==> config.mk <==
export PLATFORM = sky130hd
export DESIGN_NAME = websocket_client_frame_deframer
export DESIGN_NICKNAME = d
export VERILOG_FILES = /design/src/design/wsd_pkg.sv /design/src/design/wsd_fifo.sv /design/src/design/wsd_front.sv /design/src/design/wsd_back.sv /design/src/design/websocket_client_frame_deframer.sv
export SDC_FILE = /design/constraint.sdc
export NUM_CORES = 1
export LEC_CHECK = 0
export ABC_CLOCK_PERIOD_IN_PS = 6400
export BUFFER_PORTS_ARGS = -buffer_cell sky130_fd_sc_hd__buf_4
export CORE_MARGIN = 2
export CORE_UTILIZATION = 40
export DETAILED_ROUTE_END_ITERATION = 10
export GPL_ROUTABILITY_DRIVEN = 0
export SLEW_MARGIN = 5
export SYNTH_ARGS = -nofsm -noshare
export SYNTH_HDL_FRONTEND = slang
export SYNTH_SLANG_ARGS = --single-unit
==> constraint.sdc <==
create_clock -name clk -period 6.4 [get_ports clk]
set_clock_uncertainty 0.05 [all_clocks]
set_input_delay 0.96 -clock clk [delete_from_list [all_inputs] [get_ports clk]]
set_output_delay 0.96 -clock clk [all_outputs]
set_load 0.02 [all_outputs]
==> src/design/wsd_pkg.sv <==
// Package for the WebSocket client frame deframer.
// Holds the parse phases, result kinds, queue item types and reset constants.
// Has no dependencies; every design file but wsd_fifo imports it.
package wsd_pkg;

  localparam int DATA_W = 8;
  localparam int LEN_W = 16;
  localparam int APB_DW = 32;
  localparam int APB_AW = 3;

  localparam int IQ_DEPTH_DEF = 2;
  localparam int OQ_DEPTH_DEF = 2;

  localparam logic [LEN_W-1:0] MAX_LEN_RESET = 16'd991;

  localparam logic [3:0] OP_TEXT = 4'h1;
  localparam logic [3:0] OP_CLOSE = 4'h8;

  localparam logic [6:0] LEN7_EXT16 = 7'd126;
  localparam logic [6:0] LEN7_EXT64 = 7'd127;

  localparam logic REG_MAX_LEN = 1'b0;

  typedef enum logic [3:0] {
    PH_IDLE    = 4'd0,
    PH_HDR2    = 4'd1,
    PH_EXT_HI  = 4'd2,
    PH_EXT_LO  = 4'd3,
    PH_KEY0    = 4'd4,
    PH_KEY1    = 4'd5,
    PH_KEY2    = 4'd6,
    PH_KEY3    = 4'd7,
    PH_PAYLOAD = 4'd8
  } phase_t;

  typedef enum logic [2:0] {
    KIND_TEXT        = 3'd0,
    KIND_EMPTY       = 3'd1,
    KIND_CLOSE       = 3'd2,
    KIND_IGNORED     = 3'd3,
    KIND_UNSUPPORTED = 3'd4,
    KIND_TOO_LONG    = 3'd5
  } kind_t;

  typedef enum logic [1:0] {
    LEN_SHORT = 2'd0,
    LEN_EXT16 = 2'd1,
    LEN_EXT64 = 2'd2
  } len_code_t;

  typedef struct packed {
    logic              start;
    logic [DATA_W-1:0] data;
    len_code_t         len_code;
  } in_item_t;

  typedef struct packed {
    logic [DATA_W-1:0] data;
    kind_t             kind;
    logic              last;
  } out_item_t;

endpackage

==> src/design/wsd_fifo.sv <==
// Small register-based queue used between the parts of the deframer.
// Depends on nothing but its parameters.
module wsd_fifo #(
  parameter int WIDTH = 8,
  parameter int DEPTH = 2
) (
  input  logic             clk,
  input  logic             rst,
  input  logic             push,
  input  logic [WIDTH-1:0] wdata,
  output logic             full,
  input  logic             pop,
  output logic [WIDTH-1:0] rdata,
  output logic             empty
);

  localparam int AW = (DEPTH > 1) ? $clog2(DEPTH) : 1;
  localparam int CW = $clog2(DEPTH + 1);

  logic [WIDTH-1:0] mem [DEPTH];
  logic [AW-1:0] wr_ptr, rd_ptr;
  logic [CW-1:0] count;
  logic do_push, do_pop;

  assign full = (count == CW'(DEPTH));
  assign empty = (count == '0);
  assign do_push = push && !full;
  assign do_pop = pop && !empty;
  assign rdata = mem[rd_ptr];

  always_ff @(posedge clk) begin
    if (do_push) begin
      mem[wr_ptr] <= wdata;
    end
  end

  always_ff @(posedge clk) begin
    if (rst) begin
      wr_ptr <= '0;
      rd_ptr <= '0;
      count <= '0;
    end else begin
      if (do_push) begin
        wr_ptr <= (wr_ptr == AW'(DEPTH - 1)) ? '0 : wr_ptr + 1'b1;
      end
      if (do_pop) begin
        rd_ptr <= (rd_ptr == AW'(DEPTH - 1)) ? '0 : rd_ptr + 1'b1;
      end
      case ({do_push, do_pop})
        2'b10: begin
          count <= count + CW'(1);
        end
        2'b01: begin
          count <= count - CW'(1);
        end
        default: begin
          count <= count;
        end
      endcase
    end
  end

endmodule

==> src/design/wsd_front.sv <==
// Front part of the deframer: takes received bytes and classifies the length code.
// Depends on wsd_pkg and feeds the input queue.
module wsd_front import wsd_pkg::*; (
  input  logic              push,
  input  logic [DATA_W-1:0] rx_byte,
  input  logic              frame_start,
  input  logic              q_full,
  output logic              full,
  output logic              q_push,
  output in_item_t          q_item
);

  assign full = q_full;
  assign q_push = push && !q_full;

  always_comb begin
    q_item.start = frame_start;
    q_item.data = rx_byte;
    if (rx_byte[6:0] == LEN7_EXT64) begin
      q_item.len_code = LEN_EXT64;
    end else if (rx_byte[6:0] == LEN7_EXT16) begin
      q_item.len_code = LEN_EXT16;
    end else begin
      q_item.len_code = LEN_SHORT;
    end
  end

endmodule

==> src/design/wsd_back.sv <==
// Back part of the deframer: the header parser, key capture and payload unmasking.
// Depends on wsd_pkg; reads the input queue and writes the result queue.
module wsd_back import wsd_pkg::*; (
  input  logic             clk,
  input  logic             rst,
  input  logic [LEN_W-1:0] max_len,
  input  logic             in_valid,
  input  in_item_t         in_item,
  output logic             in_pop,
  input  logic             out_full,
  output logic             out_push,
  output out_item_t        out_item
);

  phase_t phase, phase_next;
  logic [3:0] opcode;
  logic mask;
  logic [LEN_W-1:0] plen;
  logic [LEN_W-1:0] pidx;
  logic [DATA_W-1:0] key [4];

  logic take;
  logic [LEN_W-1:0] len_sel;
  logic mask_sel;
  logic lk_close, lk_text, lk_too_long;
  logic [LEN_W-1:0] pidx_inc;
  logic pay_last;
  logic emit;
  kind_t kind;
  logic [DATA_W-1:0] res_data;
  logic res_last;

  assign take = in_valid && !out_full;
  assign in_pop = take;

  assign len_sel = (phase == PH_HDR2) ? {9'd0, in_item.data[6:0]}
                                      : {plen[LEN_W-1:DATA_W], in_item.data};
  assign mask_sel = (phase == PH_HDR2) ? in_item.data[7] : mask;
  assign lk_close = (opcode == OP_CLOSE) && mask_sel;
  assign lk_text = (opcode == OP_TEXT) && mask_sel;
  assign lk_too_long = len_sel > max_len;

  assign pidx_inc = pidx + LEN_W'(1);
  assign pay_last = (pidx_inc == plen);

  always_comb begin
    phase_next = phase;
    if (take) begin
      if (in_item.start) begin
        phase_next = PH_HDR2;
      end else begin
        case (phase)
          PH_HDR2, PH_EXT_LO: begin
            if (phase == PH_HDR2 && in_item.len_code == LEN_EXT64) begin
              phase_next = PH_IDLE;
            end else if (phase == PH_HDR2 && in_item.len_code == LEN_EXT16) begin
              phase_next = PH_EXT_HI;
            end else if (lk_text && !lk_close && !lk_too_long) begin
              phase_next = PH_KEY0;
            end else begin
              phase_next = PH_IDLE;
            end
          end
          PH_EXT_HI: begin
            phase_next = PH_EXT_LO;
          end
          PH_KEY0: begin
            phase_next = PH_KEY1;
          end
          PH_KEY1: begin
            phase_next = PH_KEY2;
          end
          PH_KEY2: begin
            phase_next = PH_KEY3;
          end
          PH_KEY3: begin
            phase_next = (plen == '0) ? PH_IDLE : PH_PAYLOAD;
          end
          PH_PAYLOAD: begin
            phase_next = pay_last ? PH_IDLE : PH_PAYLOAD;
          end
          default: begin
            phase_next = PH_IDLE;
          end
        endcase
      end
    end
  end

  always_comb begin
    emit = 1'b0;
    kind = KIND_IGNORED;
    res_data = '0;
    res_last = 1'b1;
    if (take && !in_item.start) begin
      case (phase)
        PH_HDR2, PH_EXT_LO: begin
          if (phase == PH_HDR2 && in_item.len_code == LEN_EXT64) begin
            emit = 1'b1;
            kind = KIND_UNSUPPORTED;
          end else if (phase == PH_HDR2 && in_item.len_code == LEN_EXT16) begin
            emit = 1'b0;
          end else if (lk_close) begin
            emit = 1'b1;
            kind = KIND_CLOSE;
          end else if (lk_text) begin
            emit = lk_too_long;
            kind = KIND_TOO_LONG;
          end else begin
            emit = 1'b1;
            kind = KIND_IGNORED;
          end
        end
        PH_KEY3: begin
          emit = (plen == '0);
          kind = KIND_EMPTY;
        end
        PH_PAYLOAD: begin
          emit = 1'b1;
          kind = KIND_TEXT;
          res_data = in_item.data ^ key[pidx[1:0]];
          res_last = pay_last;
        end
        default: begin
          emit = 1'b0;
        end
      endcase
    end
  end

  assign out_push = emit;
  assign out_item.data = res_data;
  assign out_item.kind = kind;
  assign out_item.last = res_last;

  always_ff @(posedge clk) begin
    if (rst) begin
      phase <= PH_IDLE;
      opcode <= '0;
      mask <= 1'b0;
      plen <= '0;
      pidx <= '0;
    end else begin
      phase <= phase_next;
      if (take) begin
        if (in_item.start) begin
          opcode <= in_item.data[3:0];
          mask <= 1'b0;
          plen <= '0;
          pidx <= '0;
        end else begin
          case (phase)
            PH_HDR2: begin
              mask <= in_item.data[7];
              if (in_item.len_code == LEN_SHORT) begin
                plen <= len_sel;
              end
            end
            PH_EXT_HI: begin
              plen <= {in_item.data, 8'd0};
            end
            PH_EXT_LO: begin
              plen <= len_sel;
            end
            PH_KEY3: begin
              pidx <= '0;
            end
            PH_PAYLOAD: begin
              pidx <= pidx_inc;
            end
            default: begin
              pidx <= pidx;
            end
          endcase
        end
      end
    end
  end

  always_ff @(posedge clk) begin
    if (take && !in_item.start) begin
      case (phase)
        PH_KEY0: begin
          key[0] <= in_item.data;
        end
        PH_KEY1: begin
          key[1] <= in_item.data;
        end
        PH_KEY2: begin
          key[2] <= in_item.data;
        end
        PH_KEY3: begin
          key[3] <= in_item.data;
        end
        default: begin
          key[0] <= key[0];
        end
      endcase
    end
  end

endmodule

==> src/design/websocket_client_frame_deframer.sv <==
// WebSocket client frame deframer, top level: front, input queue, parser, result queue.
// A byte's result passes through the input queue, the parser and the result queue.
// Throughput is one byte per cycle while bytes wait and the result queue is not full.
// The front stalls only when the input queue is full; the parser stalls when results back up.
// Synchronous active-high reset empties both queues, idles the parser and loads the limit 991.
// Depends on wsd_pkg, wsd_front, wsd_fifo and wsd_back.
module websocket_client_frame_deframer import wsd_pkg::*; #(
  parameter int IQ_DEPTH = IQ_DEPTH_DEF,
  parameter int OQ_DEPTH = OQ_DEPTH_DEF
) (
  input  logic              clk,
  input  logic              rst,
  input  logic              push,
  output logic              full,
  input  logic [DATA_W-1:0] rx_byte,
  input  logic              frame_start,
  output logic              empty,
  input  logic              pop,
  output logic [DATA_W-1:0] out_byte,
  output logic [2:0]        out_kind,
  output logic              last_of_frame,
  input  logic              psel,
  input  logic              penable,
  input  logic              pwrite,
  input  logic [APB_AW-1:0] paddr,
  input  logic [APB_DW-1:0] pwdata,
  output logic [APB_DW-1:0] prdata,
  output logic              pready
);

  logic [LEN_W-1:0] max_len;
  logic iq_full, iq_push, iq_empty, iq_pop;
  in_item_t iq_wdata, iq_rdata;
  logic oq_full, oq_push;
  out_item_t oq_wdata, oq_rdata;

  assign pready = 1'b1;
  assign prdata = (paddr[2] == REG_MAX_LEN) ? {{(APB_DW - LEN_W){1'b0}}, max_len} : '0;

  always_ff @(posedge clk) begin
    if (rst) begin
      max_len <= MAX_LEN_RESET;
    end else if (psel && penable && pwrite && pready && paddr[2] == REG_MAX_LEN) begin
      max_len <= pwdata[LEN_W-1:0];
    end
  end

  wsd_front u_front (
    .push        (push),
    .rx_byte     (rx_byte),
    .frame_start (frame_start),
    .q_full      (iq_full),
    .full        (full),
    .q_push      (iq_push),
    .q_item      (iq_wdata)
  );

  wsd_fifo #(
    .WIDTH ($bits(in_item_t)),
    .DEPTH (IQ_DEPTH)
  ) u_in_q (
    .clk   (clk),
    .rst   (rst),
    .push  (iq_push),
    .wdata (iq_wdata),
    .full  (iq_full),
    .pop   (iq_pop),
    .rdata (iq_rdata),
    .empty (iq_empty)
  );

  wsd_back u_back (
    .clk      (clk),
    .rst      (rst),
    .max_len  (max_len),
    .in_valid (!iq_empty),
    .in_item  (iq_rdata),
    .in_pop   (iq_pop),
    .out_full (oq_full),
    .out_push (oq_push),
    .out_item (oq_wdata)
  );

  wsd_fifo #(
    .WIDTH ($bits(out_item_t)),
    .DEPTH (OQ_DEPTH)
  ) u_out_q (
    .clk   (clk),
    .rst   (rst),
    .push  (oq_push),
    .wdata (oq_wdata),
    .full  (oq_full),
    .pop   (pop),
    .rdata (oq_rdata),
    .empty (empty)
  );

  assign out_byte = oq_rdata.data;
  assign out_kind = oq_rdata.kind;
  assign last_of_frame = oq_rdata.last;

endmodule

==> flow_summary.ini <==
[clock_network]
cts.sinks = 147
cts.clk_slew.worst_paths_ns = 0.06
ctsLongestPathBuffers = 2
cts_tree = built
cts_setup_buffers = 0
hold_buffers = 0
htree_levels = 4
clock_tree.root_cell = clkbuf_16
cts_buffers = 17
clk_latency_ns = 0.42
cts-resized-gates = 0

[setup_path]
critical_path.cell_chain = nor4b_4 > nor2b_1 > ha_1 > nand4_1 > nor4_1 > a21boi_0 > o31a_1 > a221oi_4 > nor2b_1
crit_arrival_ns = 4.16
slowest_stage = nor2b_1
crit_start = u_back.phase[0]
endpoint_kind = register
rrSetupSlack_ns = 2.22
critPathRequiredTime_ns = 6.39
critPathLaunchType = register
cp_num_buf_inv = 0
path_class = register to register
crit_fanout = 15
rr_startpoint = u_back.phase[0]
crit_family = simple AND/OR/NAND/NOR gates
slowest_delay_ns = 0.79
crit_path_frequent_cell = nor2b_1

[final_layout]
nNetsFinal = 821
drive_gt1_share_pct = 18.1
nFillCells = 1644
final_area_mm2 = 0.00839
utilization_pct = 46.7
area_growth_pct = 14.7
final_cells = 993
seq_area_mm2 = 0.00372
multi_input_area_mm2 = 0.00320
antenna_cells = 0

[global_route]
grt.overflow.total = 0
grt_max_degree = 60
track_usage_pct = 17.2
antenna_found_initial = 0
first_global_vias = 5201
grt_pass1_wl_um = 26500

[floorplan]
initial_utilization_pct = 40.7
dieArea_mm2 = 0.0194
die_x_um = 139
dieHeight_um = 139
core_area_mm2 = 0.0180
ios = 98
row_count = 49

[placement]
io_buffers = 62
placed_area_mm2 = 0.00782
dp_slack_ns = 2.26
dp.cells = 961
place_hpwl_um = 11800

[timing]
holdWs_ns = 0.414
period_needed_ns = 4.18
rsz0062_at_grt = no
slew_viol_final = 0
worstMarginPinSlew_ns = 1.19
final.setup.tns_ns = 0
slew_headroom_pct = 20.6
finalHoldViolations = 0
period_share_pct = 65.2
setup_viol = 0
fin_ws_ns = 2.22
fmax_mhz = 239

[yosys]
synth_area_mm2 = 0.00731
netlist_instances = 706
synthMostInstantiatedCell = edfxtp_1
synth_seq_cells = 147
ys_types = 72
ys.flop_type = edfxtp_1
yosysTopAreaCellShare_pct = 32.0
yosysWarnings = 0
synth_edf_count = 78
async_flop_share_pct = 0
yosysSeqAreaShare_pct = 50.9
yosysTopAreaCell = edfxtp_1
syn_area_per_cell_um2 = 10.4
ys_top_cells_by_count = edfxtp_1 (78), nor2_1 (76), nand2_1 (72)
synth.area.top_cells = edfxtp_1 (32%), dfxtp_1 (19%), nor2_1 (3.9%), nand2_1 (3.7%), a21oi_1 (3.3%)

[hold_path]
min_from = max_len[14]
hold_path_class = register to register

[drt]
viasPerCell = 5.43
vias = 5389
first_pass_iters = 5
wire_per_inst_um = 16.4
ant_nets = 0
drt_wl_total_um = 16200
drc = 0
drt-initial-drc-count = 383

[power_and_ir_drop]
peakVddDrop_mv = 0.255
p_per_area_mw_per_mm2 = 319
total_power_mw = 2.67
p_leak_nw = 2.98

[flow_run]
cap_violations = 0

[status]
status = complete, no violations
## state kept, by name (all words and copies together), names as in the netlist, 2 cells and up, named ones only
signal	count
u_back.pidx	16
u_back.key	32
u_out_q.mem	24
u_back.opcode	4
u_back.phase	4
u_in_q.mem	22
u_back.plen	16
u_out_q.count	2
u_in_q.count	2
max_len	16
## cell usage in the layout (no fill, tap or decap), types with 10 or more instances in the layout
cell type  count
a21oi_1       48
buf_4         66
clkbuf_16     17
conb_1        17
dfxtp_1       69
edfxtp_1      78
ha_1          19
inv_1         28
mux2_2        16
nand2_1       72
nand3_1       11
nor2_1        76
nor2b_1       18
nor3_1        14
nor4_1        15
o211ai_1      11
o21ai_0       30
xnor2_1       25
xor2_1        10
## layout make-up
| type | instances | area share [%] |
|---|---|---|
| Clock inverter | 10 | 1.19 |
| Multi-Input combinational cell | 489 | 38.2 |
| Clock buffer | 22 | 5.53 |
| Inverter | 30 | 1.34 |
| Tap cell | 229 | 3.42 |
| Timing Repair Buffer | 66 | 5.91 |
| Sequential cell | 147 | 44.4 |
## tightest hold or removal path, cell delays in order, from the launching register on
cell and delay (ns):
dfxtp_1 0.31, nand2_1 0.05, a21oi_1 0.05
## final timing paths
| kind | cells past startpoint | end |
|---|---|---|
| max | 9 | u_out_q.mem[1][10] |
| min | 2 | max_len[14] |
| max reg2reg | 9 | u_out_q.mem[1][10] |
| min reg2reg | 2 | max_len[14] |
## cells by family after synthesis
group                    share of synthesized area (%)
other                                            0.103
flip-flops                                        50.9
multiplexers                                      6.14
AO/OA/AOI/OAI                                     11.0
buffers and inverters                             6.06
AND/OR/NAND/NOR                                   18.4
XOR/XNOR                                          4.19
adder cells (fa/ha/maj)                           3.25
## where the power goes
| group | switching, mW | internal (mW) |
|---|---|---|
| Clock | 0.383 | 0.560 |
| Combinational | 0.364 | 0.215 |
| Sequential | 0.0655 | 1.08 |
## routing by layer
layer	track usage [%]	vias up	wire [µm]
li1	-	2583	-
met1	22.3	2592	7200
met2	27.9	176	7740
met3	4.16	38	923
met4	6.70	0	377
met5	0	-	0
(Power assumes the default switching activity.)
